### src/rtl/core/ps2hlc_pkg.sv
package ps2hlc_pkg;

    localparam int RX_FRAME_BITS = 11;
    localparam int TX_FRAME_BITS = 12;
    localparam int FRAME_BITS = 11;
    localparam int BYTE_BITS = 8;
    localparam int COUNT_BITS = 4;
    localparam int HOLD_BITS = 16;
    localparam logic [HOLD_BITS-1:0] INHIBIT_RESET = 16'd50000;
    localparam int FRAME_COPY_BITS = (RX_FRAME_BITS < FRAME_BITS) ? RX_FRAME_BITS : FRAME_BITS;

    localparam int QUEUE_DEPTH = 2;
    localparam int QUEUE_PTR_BITS = (QUEUE_DEPTH > 1) ? $clog2(QUEUE_DEPTH) : 1;
    localparam int QUEUE_CNT_BITS = $clog2(QUEUE_DEPTH + 1);

    typedef enum logic [1:0] {
        OP_LINE       = 2'd0,
        OP_WRITE      = 2'd1,
        OP_TICK       = 2'd2,
        OP_FORCE_IDLE = 2'd3
    } opcode_t;

    typedef enum logic [1:0] {
        STATUS_NONE     = 2'd0,
        STATUS_ACCEPTED = 2'd1,
        STATUS_REJECTED = 2'd2,
        STATUS_FINISHED = 2'd3
    } status_t;

    typedef enum logic [2:0] {
        MODE_WAIT_IDLE,
        MODE_IDLE,
        MODE_HOLD_CLK,
        MODE_HOLD_DATA,
        MODE_WRITE
    } mode_t;

    typedef struct packed {
        logic [1:0]           opcode;
        logic                 clk_level;
        logic                 data_level;
        logic [BYTE_BITS-1:0] write_byte;
    } req_t;

    typedef struct packed {
        logic [FRAME_BITS-1:0] frame;
        logic                  frame_valid;
        logic                  clk_drive_low;
        logic                  data_drive_low;
        status_t               status;
    } rsp_t;

    typedef struct packed {
        opcode_t                  op;
        logic                     clk_level;
        logic                     data_level;
        logic [TX_FRAME_BITS-1:0] tx_frame;
    } cmd_t;

    // Byte first, then odd parity and the stop bit, the rest filled with ones.
    function automatic logic [TX_FRAME_BITS-1:0] tx_frame_of(input logic [BYTE_BITS-1:0] b);
        logic [TX_FRAME_BITS-1:0] t;
        t = '1;
        t[BYTE_BITS-1:0] = b;
        t[BYTE_BITS] = ~^b;
        return t;
    endfunction

    function automatic logic [FRAME_BITS-1:0] frame_of(input logic [RX_FRAME_BITS-1:0] rx);
        logic [FRAME_BITS-1:0] f;
        f = '0;
        for (int i = 0; i < FRAME_COPY_BITS; i++)
        begin
            f[i] = rx[i];
        end
        return f;
    endfunction

endpackage

### src/rtl/core/ps2hlc_front.sv
module ps2hlc_front (
    input  logic              clk,
    input  logic              rst_n,
    input  logic              req_valid,
    output logic              req_stall,
    input  ps2hlc_pkg::req_t  req,
    output logic              cmd_valid,
    input  logic              cmd_pop,
    output ps2hlc_pkg::cmd_t  cmd
);

    ps2hlc_pkg::cmd_t                         queue_mem [ps2hlc_pkg::QUEUE_DEPTH];
    logic [ps2hlc_pkg::QUEUE_PTR_BITS-1:0]    wr_ptr_reg;
    logic [ps2hlc_pkg::QUEUE_PTR_BITS-1:0]    wr_ptr_next;
    logic [ps2hlc_pkg::QUEUE_PTR_BITS-1:0]    rd_ptr_reg;
    logic [ps2hlc_pkg::QUEUE_PTR_BITS-1:0]    rd_ptr_next;
    logic [ps2hlc_pkg::QUEUE_CNT_BITS-1:0]    count_reg;
    logic [ps2hlc_pkg::QUEUE_CNT_BITS-1:0]    count_next;
    ps2hlc_pkg::cmd_t                         classified;
    logic                                     push;
    logic                                     pop;

    always_comb
    begin
        classified.clk_level = req.clk_level;
        classified.data_level = req.data_level;
        classified.tx_frame = ps2hlc_pkg::tx_frame_of(req.write_byte);
        unique case (req.opcode)
            ps2hlc_pkg::OP_LINE:  classified.op = ps2hlc_pkg::OP_LINE;
            ps2hlc_pkg::OP_WRITE: classified.op = ps2hlc_pkg::OP_WRITE;
            ps2hlc_pkg::OP_TICK:  classified.op = ps2hlc_pkg::OP_TICK;
            default:              classified.op = ps2hlc_pkg::OP_FORCE_IDLE;
        endcase
    end

    assign req_stall = (count_reg == ps2hlc_pkg::QUEUE_CNT_BITS'(ps2hlc_pkg::QUEUE_DEPTH));
    assign cmd_valid = (count_reg != '0);
    assign push = req_valid && !req_stall;
    assign pop = cmd_pop && cmd_valid;
    assign cmd = queue_mem[rd_ptr_reg];

    always_comb
    begin
        wr_ptr_next = wr_ptr_reg;
        rd_ptr_next = rd_ptr_reg;
        count_next = count_reg;
        if (push)
        begin
            wr_ptr_next = (wr_ptr_reg == ps2hlc_pkg::QUEUE_PTR_BITS'(ps2hlc_pkg::QUEUE_DEPTH - 1))
                ? '0 : wr_ptr_reg + 1'b1;
        end
        if (pop)
        begin
            rd_ptr_next = (rd_ptr_reg == ps2hlc_pkg::QUEUE_PTR_BITS'(ps2hlc_pkg::QUEUE_DEPTH - 1))
                ? '0 : rd_ptr_reg + 1'b1;
        end
        if (push && !pop)
        begin
            count_next = count_reg + 1'b1;
        end
        else if (pop && !push)
        begin
            count_next = count_reg - 1'b1;
        end
    end

    always_ff @(posedge clk)
    begin
        if (push)
        begin
            queue_mem[wr_ptr_reg] <= classified;
        end
    end

    always_ff @(posedge clk or negedge rst_n)
    begin
        if (!rst_n)
        begin
            wr_ptr_reg <= '0;
            rd_ptr_reg <= '0;
            count_reg <= '0;
        end
        else
        begin
            wr_ptr_reg <= wr_ptr_next;
            rd_ptr_reg <= rd_ptr_next;
            count_reg <= count_next;
        end
    end

endmodule

### src/rtl/core/ps2hlc_back.sv
module ps2hlc_back (
    input  logic                                clk,
    input  logic                                rst_n,
    input  logic                                cfg_valid,
    input  logic [ps2hlc_pkg::HOLD_BITS-1:0]    cfg_data,
    input  logic                                cmd_valid,
    output logic                                cmd_pop,
    input  ps2hlc_pkg::cmd_t                    cmd,
    output logic                                rsp_valid,
    input  logic                                rsp_stall,
    output ps2hlc_pkg::rsp_t                    rsp
);

    logic [ps2hlc_pkg::HOLD_BITS-1:0]      inhibit_ticks_reg;
    ps2hlc_pkg::mode_t                     mode_reg;
    ps2hlc_pkg::mode_t                     mode_next;
    logic [ps2hlc_pkg::COUNT_BITS-1:0]     bits_left_reg;
    logic [ps2hlc_pkg::COUNT_BITS-1:0]     bits_left_next;
    logic [ps2hlc_pkg::RX_FRAME_BITS-1:0]  receive_shift_reg;
    logic [ps2hlc_pkg::RX_FRAME_BITS-1:0]  receive_shift_next;
    logic [ps2hlc_pkg::COUNT_BITS-1:0]     receive_position_reg;
    logic [ps2hlc_pkg::COUNT_BITS-1:0]     receive_position_next;
    logic [ps2hlc_pkg::TX_FRAME_BITS-1:0]  transmit_shift_reg;
    logic [ps2hlc_pkg::TX_FRAME_BITS-1:0]  transmit_shift_next;
    logic [ps2hlc_pkg::HOLD_BITS-1:0]      hold_count_reg;
    logic [ps2hlc_pkg::HOLD_BITS-1:0]      hold_count_next;
    logic                                  clk_held_reg;
    logic                                  clk_held_next;
    logic                                  data_held_reg;
    logic                                  data_held_next;
    logic                                  rsp_valid_reg;
    ps2hlc_pkg::rsp_t                      rsp_reg;
    ps2hlc_pkg::rsp_t                      result;
    logic [ps2hlc_pkg::HOLD_BITS-1:0]      hold_limit;
    logic [ps2hlc_pkg::HOLD_BITS-1:0]      hold_inc;
    logic                                  hold_done;
    logic                                  take;

    assign take = cmd_valid && (!rsp_valid_reg || !rsp_stall);
    assign cmd_pop = take;
    assign rsp_valid = rsp_valid_reg;
    assign rsp = rsp_reg;

    assign hold_limit = (inhibit_ticks_reg == '0) ? ps2hlc_pkg::HOLD_BITS'(1) : inhibit_ticks_reg;
    assign hold_inc = hold_count_reg + 1'b1;
    assign hold_done = (hold_inc >= hold_limit);

    always_comb
    begin
        mode_next = mode_reg;
        bits_left_next = bits_left_reg;
        receive_shift_next = receive_shift_reg;
        receive_position_next = receive_position_reg;
        transmit_shift_next = transmit_shift_reg;
        hold_count_next = hold_count_reg;
        clk_held_next = clk_held_reg;
        data_held_next = data_held_reg;
        result.frame = '0;
        result.frame_valid = 1'b0;
        result.status = ps2hlc_pkg::STATUS_NONE;

        unique case (cmd.op)
            ps2hlc_pkg::OP_LINE:
            begin
                unique case (mode_reg)
                    ps2hlc_pkg::MODE_WAIT_IDLE:
                    begin
                        if (cmd.clk_level && cmd.data_level)
                        begin
                            mode_next = ps2hlc_pkg::MODE_IDLE;
                        end
                    end
                    ps2hlc_pkg::MODE_IDLE:
                    begin
                        if (!cmd.clk_level)
                        begin
                            for (int i = 0; i < ps2hlc_pkg::RX_FRAME_BITS; i++)
                            begin
                                if (cmd.data_level &&
                                    receive_position_reg == ps2hlc_pkg::COUNT_BITS'(i))
                                begin
                                    receive_shift_next[i] = 1'b1;
                                end
                            end
                            receive_position_next = receive_position_reg + 1'b1;
                            bits_left_next = bits_left_reg - 1'b1;
                            if (bits_left_next == '0)
                            begin
                                result.frame = ps2hlc_pkg::frame_of(receive_shift_next);
                                result.frame_valid = 1'b1;
                                bits_left_next =
                                    ps2hlc_pkg::COUNT_BITS'(ps2hlc_pkg::RX_FRAME_BITS);
                                receive_shift_next = '0;
                                receive_position_next = '0;
                            end
                        end
                    end
                    ps2hlc_pkg::MODE_WRITE:
                    begin
                        if (cmd.clk_level)
                        begin
                            data_held_next = ~transmit_shift_reg[0];
                            transmit_shift_next = {1'b1,
                                transmit_shift_reg[ps2hlc_pkg::TX_FRAME_BITS-1:1]};
                            if (bits_left_reg != '0)
                            begin
                                bits_left_next = bits_left_reg - 1'b1;
                            end
                        end
                        else if (bits_left_reg == '0)
                        begin
                            data_held_next = 1'b0;
                            transmit_shift_next = '1;
                            bits_left_next = ps2hlc_pkg::COUNT_BITS'(ps2hlc_pkg::RX_FRAME_BITS);
                            receive_shift_next = '0;
                            receive_position_next = '0;
                            mode_next = ps2hlc_pkg::MODE_IDLE;
                            result.status = ps2hlc_pkg::STATUS_FINISHED;
                        end
                    end
                    default:
                    begin
                    end
                endcase
            end
            ps2hlc_pkg::OP_WRITE:
            begin
                if (mode_reg == ps2hlc_pkg::MODE_IDLE)
                begin
                    receive_shift_next = '0;
                    receive_position_next = '0;
                    bits_left_next = ps2hlc_pkg::COUNT_BITS'(ps2hlc_pkg::TX_FRAME_BITS);
                    transmit_shift_next = cmd.tx_frame;
                    hold_count_next = '0;
                    clk_held_next = 1'b1;
                    mode_next = ps2hlc_pkg::MODE_HOLD_CLK;
                    result.status = ps2hlc_pkg::STATUS_ACCEPTED;
                end
                else
                begin
                    result.status = ps2hlc_pkg::STATUS_REJECTED;
                end
            end
            ps2hlc_pkg::OP_TICK:
            begin
                if (mode_reg == ps2hlc_pkg::MODE_HOLD_CLK ||
                    mode_reg == ps2hlc_pkg::MODE_HOLD_DATA)
                begin
                    hold_count_next = hold_done ? '0 : hold_inc;
                    if (hold_done && mode_reg == ps2hlc_pkg::MODE_HOLD_CLK)
                    begin
                        data_held_next = 1'b1;
                        mode_next = ps2hlc_pkg::MODE_HOLD_DATA;
                    end
                    else if (hold_done)
                    begin
                        clk_held_next = 1'b0;
                        mode_next = ps2hlc_pkg::MODE_WRITE;
                    end
                end
            end
            default:
            begin
                mode_next = ps2hlc_pkg::MODE_IDLE;
                bits_left_next = ps2hlc_pkg::COUNT_BITS'(ps2hlc_pkg::RX_FRAME_BITS);
                receive_shift_next = '0;
                receive_position_next = '0;
                transmit_shift_next = '1;
                hold_count_next = '0;
                clk_held_next = 1'b0;
                data_held_next = 1'b0;
            end
        endcase

        result.clk_drive_low = clk_held_next;
        result.data_drive_low = data_held_next;
    end

    always_ff @(posedge clk or negedge rst_n)
    begin
        if (!rst_n)
        begin
            inhibit_ticks_reg <= ps2hlc_pkg::INHIBIT_RESET;
        end
        else if (cfg_valid)
        begin
            inhibit_ticks_reg <= cfg_data;
        end
    end

    always_ff @(posedge clk or negedge rst_n)
    begin
        if (!rst_n)
        begin
            mode_reg <= ps2hlc_pkg::MODE_WAIT_IDLE;
            bits_left_reg <= ps2hlc_pkg::COUNT_BITS'(ps2hlc_pkg::RX_FRAME_BITS);
            receive_shift_reg <= '0;
            receive_position_reg <= '0;
            transmit_shift_reg <= '1;
            hold_count_reg <= '0;
            clk_held_reg <= 1'b0;
            data_held_reg <= 1'b0;
        end
        else if (take)
        begin
            mode_reg <= mode_next;
            bits_left_reg <= bits_left_next;
            receive_shift_reg <= receive_shift_next;
            receive_position_reg <= receive_position_next;
            transmit_shift_reg <= transmit_shift_next;
            hold_count_reg <= hold_count_next;
            clk_held_reg <= clk_held_next;
            data_held_reg <= data_held_next;
        end
    end

    always_ff @(posedge clk or negedge rst_n)
    begin
        if (!rst_n)
        begin
            rsp_valid_reg <= 1'b0;
        end
        else if (take)
        begin
            rsp_valid_reg <= 1'b1;
        end
        else if (!rsp_stall)
        begin
            rsp_valid_reg <= 1'b0;
        end
    end

    always_ff @(posedge clk)
    begin
        if (take)
        begin
            rsp_reg <= result;
        end
    end

endmodule

### src/rtl/core/ps2_host_line_controller.sv
// An accepted transaction goes through the command queue and then the result register.
// Throughput: one transaction per cycle while rsp_stall is low, carried by the two-entry
// command queue and the single result register, refilled in the cycle it is taken.
// Reset (rst_n low, asynchronous) empties the queue and the result register,
// sets inhibit_ticks to 50000 and waits for both lines to be seen high.
module ps2_host_line_controller (
    input  logic                                clk,
    input  logic                                rst_n,
    input  logic                                req_valid,
    output logic                                req_stall,
    input  ps2hlc_pkg::req_t                    req,
    output logic                                rsp_valid,
    input  logic                                rsp_stall,
    output ps2hlc_pkg::rsp_t                    rsp,
    input  logic                                cfg_valid,
    output logic                                cfg_ready,
    input  logic [ps2hlc_pkg::HOLD_BITS-1:0]    cfg_data
);

    logic              cmd_valid;
    logic              cmd_pop;
    ps2hlc_pkg::cmd_t  cmd;

    assign cfg_ready = 1'b1;

    ps2hlc_front u_front (
        .clk       (clk),
        .rst_n     (rst_n),
        .req_valid (req_valid),
        .req_stall (req_stall),
        .req       (req),
        .cmd_valid (cmd_valid),
        .cmd_pop   (cmd_pop),
        .cmd       (cmd)
    );

    ps2hlc_back u_back (
        .clk       (clk),
        .rst_n     (rst_n),
        .cfg_valid (cfg_valid && cfg_ready),
        .cfg_data  (cfg_data),
        .cmd_valid (cmd_valid),
        .cmd_pop   (cmd_pop),
        .cmd       (cmd),
        .rsp_valid (rsp_valid),
        .rsp_stall (rsp_stall),
        .rsp       (rsp)
    );

    // A received frame only ever arrives while both lines are released.
    assert property (@(posedge clk) disable iff (!rst_n)
        rsp_valid && rsp.frame_valid |->
            !rsp.clk_drive_low && !rsp.data_drive_low && rsp.status == ps2hlc_pkg::STATUS_NONE)
    else $error("frame delivered while driving the line or reporting a write");

    assert property (@(posedge clk) disable iff (!rst_n)
        rsp_valid && !rsp.frame_valid |-> rsp.frame == '0)
    else $error("frame bits set without a completed frame");

    // An accepted write starts by holding the clock low; a finished one lets go of both.
    assert property (@(posedge clk) disable iff (!rst_n)
        rsp_valid && rsp.status == ps2hlc_pkg::STATUS_ACCEPTED |->
            rsp.clk_drive_low && !rsp.data_drive_low)
    else $error("accepted write does not begin the clock hold");

    assert property (@(posedge clk) disable iff (!rst_n)
        rsp_valid && rsp.status == ps2hlc_pkg::STATUS_FINISHED |->
            !rsp.clk_drive_low && !rsp.data_drive_low)
    else $error("finished write still drives a line");

    // The queue always pops while a command waits and the result slot is free.
    assert property (@(posedge clk) disable iff (!rst_n)
        cmd_valid && !rsp_valid |-> cmd_pop)
    else $error("command queue stalled with a free result slot");

endmodule

### config.mk
export PLATFORM = sky130hd
export DESIGN_NAME = ps2_host_line_controller
export DESIGN_NICKNAME = d
export VERILOG_FILES = /design/src/rtl/core/ps2hlc_pkg.sv /design/src/rtl/core/ps2hlc_front.sv /design/src/rtl/core/ps2hlc_back.sv /design/src/rtl/core/ps2_host_line_controller.sv
export SDC_FILE = /design/constraint.sdc
export NUM_CORES = 1
export LEC_CHECK = 0
export ABC_CLOCK_PERIOD_IN_PS = 3400
export BUFFER_PORTS_ARGS = -buffer_cell sky130_fd_sc_hd__buf_2
export CAP_MARGIN = 10
export CORE_ASPECT_RATIO = 1.75
export CORE_UTILIZATION = 50
export DETAILED_ROUTE_END_ITERATION = 8
export PLACE_DENSITY = 0.74
export SYNTH_ARGS = -nofsm -noshare
export SYNTH_HDL_FRONTEND = slang
export SYNTH_SLANG_ARGS = --single-unit
### constraint.sdc
create_clock -name clk -period 3.4 [get_ports clk]
set_clock_uncertainty 0.2 [all_clocks]
set_input_delay 0.17 -clock clk [delete_from_list [all_inputs] [get_ports clk]]
set_output_delay 0.17 -clock clk [all_outputs]
set_load 0.02 [all_outputs]
==> flow_summary.toml, run 1 <==
[timing]
relSlewSlack = 0.2672
rsz0062_at_grt = "true"
period_minus_slack_ns = 3.501
holdWs_ns = 0.02866
period_share = 1.030
hold_viol = 0
timing.fmax_ghz = 0.2856
finalSetupViolCount = 14
worst_slack_ns = -0.1010
slew_violations = 0
tightest_slew_ns = 1.097

[global_route]
grt_pass1_vias = 4534
grt_use_met1 = 0.2368
grt-ovfl-total = 0
grt_max_degree = 32
grt_util_all_layers = 0.2203
grt_pass1_wl_mm = 20.86
grtUsageMet2 = 0.3995
top_usage_layer = "met2"
antenna_found_initial = 0
met3_usage = 0.03653

[detailed_routing]
via_per_inst = 5.722
drt_iter0_drc = 364
num_vias = 4629
ant_nets = 0
drc = 0
dr.pass1.iters = 5
post_drt_wl_per_cell_um = 16.70
drt_wl_total_mm = 13.51

[power]
p_int_w = 0.003222
powerDensity_nw_per_um2 = 707.8
sw_frac_of_total = 0.3737
power.share.combinational = 0.392
clockPowerShare = 0.224
p_switching_w = 0.001922
totalPowerFinal_w = 0.005144
p_seq_frac = 0.384
leakagePower_nw = 3.193
peakVddDrop_mv = 0.4619

[worst_hold_path]
whs_path_depth = 3
hp-class = "input pin to register"

[floorplanning]
core_um2 = 11230
initial_core_util = 0.5168
chipWidth_um = 83.45
die_area_um2 = 12060
die_y_um = 144.5
io_pins = 52
rows = 51

[yosys]
synth_area_um2 = 5804
synthTopCellsByCount = "nand2_1, dfrtp_1, nor2_1, o21ai_0, edfxtp_1"
ys.flop_type = "dfrtp_1"
synth.net_count = 624
async_flop_share = 0.6250
postSynthAreaPerCell_um2 = 10.31
synthTopCellsByArea = "dfrtp_1, edfxtp_1, dfstp_2, ha_1, nand2_1"
synth_cell_types = 59
yosysWarningCount = 0
yosysTopAreaCell = "dfrtp_1"
ys_seq_elements = 112
synth_edf_count = 42
yosysTopAreaCellShare = 0.2242
synth_most_common_cell = "nand2_1"
syn_inst = 563
yosysSeqAreaShare = 0.5230

[job]
drv_cap = 0

[finish]
multiInputGateArea_um2 = 2761
layout.area.seq_um2 = 3035
layout-drive-gt1-share = 0.2541
nets = 733
nFillCells = 837
fin_area_um2 = 7267
areaGrowthSynthToFinish_pct = 25.20
regMostFlops = "u_front.queue_mem"
antenna_cells = 0
largest_reg_flops = 26

[critical_path]
cp_cell_sequence = "ha_2 -> nand3_4 -> nor2_4 -> buf_4 -> nand2_1 -> xor2_2 -> inv_1 -> ha_1 -> nand2_1 -> nor3_4 -> a2111oi_4 -> nand4_4 -> nor2b_4 -> mux2_2"
critPathBufInv = 2
slowest_stage = "a2111oi_4"
crit_arrival_ns = 3.54
r2r_cells = 14
max_stage_delay_ns = 0.47
critical_path_class = "register to register"
cp-start-kind = "register"
cpMostUsedCell = "nand2_1"
critPathRequiredTime_ns = 3.44
crit_path_end_kind = "register"
crit_cells = 14
crit_family = "simple AND/OR/NAND/NOR gates"
critical_path.max_fanout = 6

[placed_design]
dpl.hpwl_mm = 8.976
place_area_um2 = 6316
io_buffers = 50
routabilityCongestion = 0.8499

[clocking]
tritoncts = "built"
htree_levels = 3
clkSinkCount = 112
cts_buffers = 9
clockRootBuffer = "clkbuf_16"
clkSlewWorstSetupHoldPaths_ns = 0.07
clk_latency_ns = 0.35
clk_path_buf_depth = 2

[outcome]
status = "finished, violations left"
violations = "negative setup slack"
[layout by cell type, fill, tap and decap left out, types with 4 or more instances in the layout]
cell           instances
xnor2_1               17
nand2b_1               5
nand3_1                6
buf_2                 51
buf_4                 34
xor2_1                 7
dlygate4sd3_1         31
a22o_1                 8
nor2_2                 4
o21ai_2                7
a21oi_2                4
nor2b_1                8
mux2_2                 5
nor3_1                 5
o21ai_0               37
nor3b_1                4
mux2i_1               16
inv_1                 34
a31oi_1               23
edfxtp_1              42
or3_1                  4
nand4_1                5
nand2_1               70
dfstp_2               18
dfrtp_1               52
ha_1                  27
nor2_1                47
clkbuf_16              9
a21oi_1               27
[cell type report]
cell class / count / area share
well taps: 132 / 0.02273
multi-input cells: 396 / 0.3800
flip-flops and latches: 112 / 0.4177
inverters: 34 / 0.01756
clock buffers: 11 / 0.03340
repair buffers: 119 / 0.1176
clock inverters: 5 / 0.01102
[stage by stage]
stage / TNS (ns) / util / std cells / setup WS [ns]
floorplan: 0 / - / 563 / 0.02716
global placement: 0 / 0.5624 / 749 / 0.06938
detailed placement: -0.6821 / 0.5624 / 749 / -0.1047
CTS: 0 / 0.6205 / 796 / 0.02868
global route: -3.043 / 0.6471 / 809 / -0.2202
finish: -0.5703 / 0.6471 / 809 / -0.1010
[power by group through the flow]
stage / sequential (W) / clock (W) / combinational (W)
after floorplan: 0.00204 / 0 / 0.00126
after global placement: 0.00198 / 0 / 0.00178
after detailed placement: 0.00199 / 0 / 0.00185
after CTS: 0.00197 / 0.00116 / 0.00188
after global routing: 0.00201 / 0.00122 / 0.00220
final: 0.00198 / 0.00115 / 0.00202
[worst min-delay path, stage by stage]
cell     delay [ns]
buf_2          0.24
nand2_1        0.10
o21ai_0        0.07
[timing repair]
item | 4_1_cts | 5_1_grt
pin swaps | 0 | 23
hold buffers | 31 | 0
gates resized for setup | 3 | 50
endpoints found under the setup margin | 16 | 23
buffers inserted | 0 | 12
hold endpoints to repair | 64 | 0
cloned | 0 | 1
[worst paths after layout]
kind,start,end,slack (ns)
max reg2reg,u_back.hold_count_reg[1],u_back.mode_reg[2],-0.10
min in group asynchronous,rst_n,u_back.inhibit_ticks_reg[1],0.19
max,u_back.hold_count_reg[1],u_back.mode_reg[2],-0.10
max in group asynchronous,rst_n,u_back.transmit_shift_reg[5],1.93
min reg2reg,u_back.receive_shift_reg[5],u_back.receive_shift_reg[5],0.30
min,cfg_valid,u_back.inhibit_ticks_reg[6],0.03
[metal layers]
metal,vias up,part of all wire
li1,2211,-
met1,2256,0.39
met2,127,0.54
met3,35,0.034
met4,0,0.036
met5,-,0
[cell families (layout without fill, tap and decap cells)]
| family | Yosys count | after routing | share of synthesized area |
|---|---|---|---|
| other | 1 | 1 | 0.0006461 |
| buffers and inverters | 55 | 169 | 0.03772 |
| flip-flops | 112 | 112 | 0.5230 |
| AO/OA/AOI/OAI | 135 | 135 | 0.1533 |
| multiplexers | 22 | 22 | 0.03923 |
| adder cells (fa/ha/maj) | 28 | 28 | 0.06036 |
| XOR/XNOR | 26 | 26 | 0.03923 |
| AND/OR/NAND/NOR | 184 | 184 | 0.1466 |
No activity file was read; power rests on OpenSTA's default activity.
==> inputs of run 2 (changes only) <==
- SETUP_SLACK_MARGIN: not set -> 0.15
==> run 2 against run 1 <==
Against the previous run:
- the run now ends clean
- utilization up 0.38 points
- hold slack better by 0.017 ns
- design area increased by 0.59%
- first-iteration DRC count is 40% lower
- clock-buffer cell count shrank 1
- register-to-register slack better by 0.19 ns
- cell count down 0.25%
- critical path depth down 2
- fmax up 5.6%
- combinational power increased by 2%
- flip-flop and latch count is the same
- critical path type unchanged
==> flow_summary.toml, run 2 (synthesis results as in run 1) <==
[outcome]
status = "finished clean"

[job]
drv_cap = 0

[power]
leakagePower_nw = 3.206
peakVddDrop_mv = 0.4587
totalPowerFinal_w = 0.005103
powerDensity_nw_per_um2 = 698.1

[timing]
timing.fmax_ghz = 0.3017
relSlewSlack = 0.3502
finalSetupTns_ns = 0
hold_viol = 0
rsz0062_at_grt = "true"
period_minus_slack_ns = 3.314
holdWs_ns = 0.04556
finalSetupViolCount = 0
period_share = 0.9748
slew_violations = 0
tightest_slew_ns = 0.9727

[placed_design]
place_area_um2 = 6269
place_inst = 741
routabilityCongestion = 0.8646
dpl.hpwl_mm = 8.791
io_buffers = 50

[finish]
layout-drive-gt1-share = 0.2607
mostFrequentLayoutCell = "nand2_1"
final_cell_mix = "nand2_1, buf_2, dfrtp_1"
fin_area_um2 = 7310
areaGrowthSynthToFinish_pct = 25.93
nFillCells = 824
antenna_cells = 0
largest_reg_flops = 26
regMostFlops = "u_front.queue_mem"
nets = 731
final_cells = 807

[detailed_routing]
via_per_inst = 5.788
post_drt_wl_per_cell_um = 16.61
drt_iter0_drc = 218
drt_wl_total_mm = 13.41
drc = 0
ant_nets = 0
dr.pass1.iters = 5
num_vias = 4671

[clocking]
htree_levels = 3
clk_path_buf_depth = 2
tritoncts = "built"
clockRootBuffer = "clkbuf_16"
cts_buffers = 9
clk_latency_ns = 0.35
clkSlewWorstSetupHoldPaths_ns = 0.07
clkSinkCount = 112

[critical_path]
critPathRequiredTime_ns = 3.30
reg2reg_to = "u_back.rsp[3]"
r2r_cells = 12
critical_path.max_fanout = 4
critPathLaunch = "u_back.hold_count_reg[0]"
cp-start-kind = "register"
crit_arrival_ns = 3.21
worstReg2RegStart = "u_back.hold_count_reg[0]"
critical_path_class = "register to register"
ff2ff_setup_slack_ns = 0.09
crit_path_end_kind = "register"

[floorplanning]
io_pins = 52
die_y_um = 144.5
core_um2 = 11230
chipWidth_um = 83.45
rows = 51
initial_core_util = 0.5168
die_area_um2 = 12060

[worst_hold_path]
hold_end = "u_back.inhibit_ticks_reg[6]"
whs_path_depth = 3
min_from = "cfg_valid"
hp-class = "input pin to register"

[global_route]
grt_max_degree = 32
grt_pass1_wl_mm = 21.84
antenna_found_initial = 0
grt_pass1_vias = 4678
grt-ovfl-total = 0
grt_util_all_layers = 0.2290
-- run 2: critical path: stages (launching register included) --
cell and delay, ns:
dfrtp_2 0.43, nand2_2 0.09, nor3_4 0.25, nand3_2 0.15, buf_6 0.16, xnor2_1 0.12
ha_1 0.31, nand4_1 0.23, nor3_4 0.34, o311ai_4 0.18, nand3_1 0.19, a311oi_2 0.12
or2_2 0.29
-- run 2: worst max path at each step --
| stage | endpoint | slack, ns | cells past startpoint |
|---|---|---|---|
| 4_1_cts | u_back.rsp[3] | 0.15 | 12 |
| 2_1_floorplan | u_back.mode_reg[2] | 0.16 | 12 |
| 5_1_grt | u_back.hold_count_reg[5] | -0.1 | 14 |
| 3_3_place_gp | u_back.rsp[3] | 0.09 | 13 |
| 6_report | u_back.rsp[3] | 0.09 | 12 |
| 3_5_place_dp | u_back.mode_reg[2] | 0.02 | 13 |
-- run 2: layout make-up --
class	count	area [um^2]	area share
clock buffers	10	229.0	0.03132
clock inverters	6	65.06	0.008901
inverters	34	127.6	0.01746
multi-input cells	396	2800	0.3831
flip-flops and latches	112	3039	0.4158
well taps	132	165.2	0.02259
repair buffers	117	883.3	0.1208
-- run 2: power breakdown --
part / internal, W / switching (W)
Clock: 0.000574 / 0.000475
Combinational: 0.000811 / 0.00125
Sequential: 0.00178 / 0.000203
-- run 2: through the flow --
step	worst slack [ns]	util
4_1_cts	0.1517	0.6252
5_1_grt	-0.09593	0.6508
2_1_floorplan	0.1555	-
3_5_place_dp	0.02386	0.5582
3_3_place_gp	0.09236	0.5582
6_report	0.08555	0.6508
-- run 2: what timing repair did --
action                                  CTS  global route
endpoints found under the setup margin   22            23
gates resized for setup                  14            54
hold buffers                             31             0
buffers inserted                         10             8
pin swaps                                 6            27
endpoints found under the hold margin    64             0
gates cloned                              0             1
-- run 2: routing by layer --
layer	global-route usage	up-vias	part of all wire
met5	0	-	0
met3	0.03881	37	0.026
met2	0.4413	126	0.55
li1	-	2216	-
met4	0.09991	0	0.035
met1	0.2436	2292	0.39
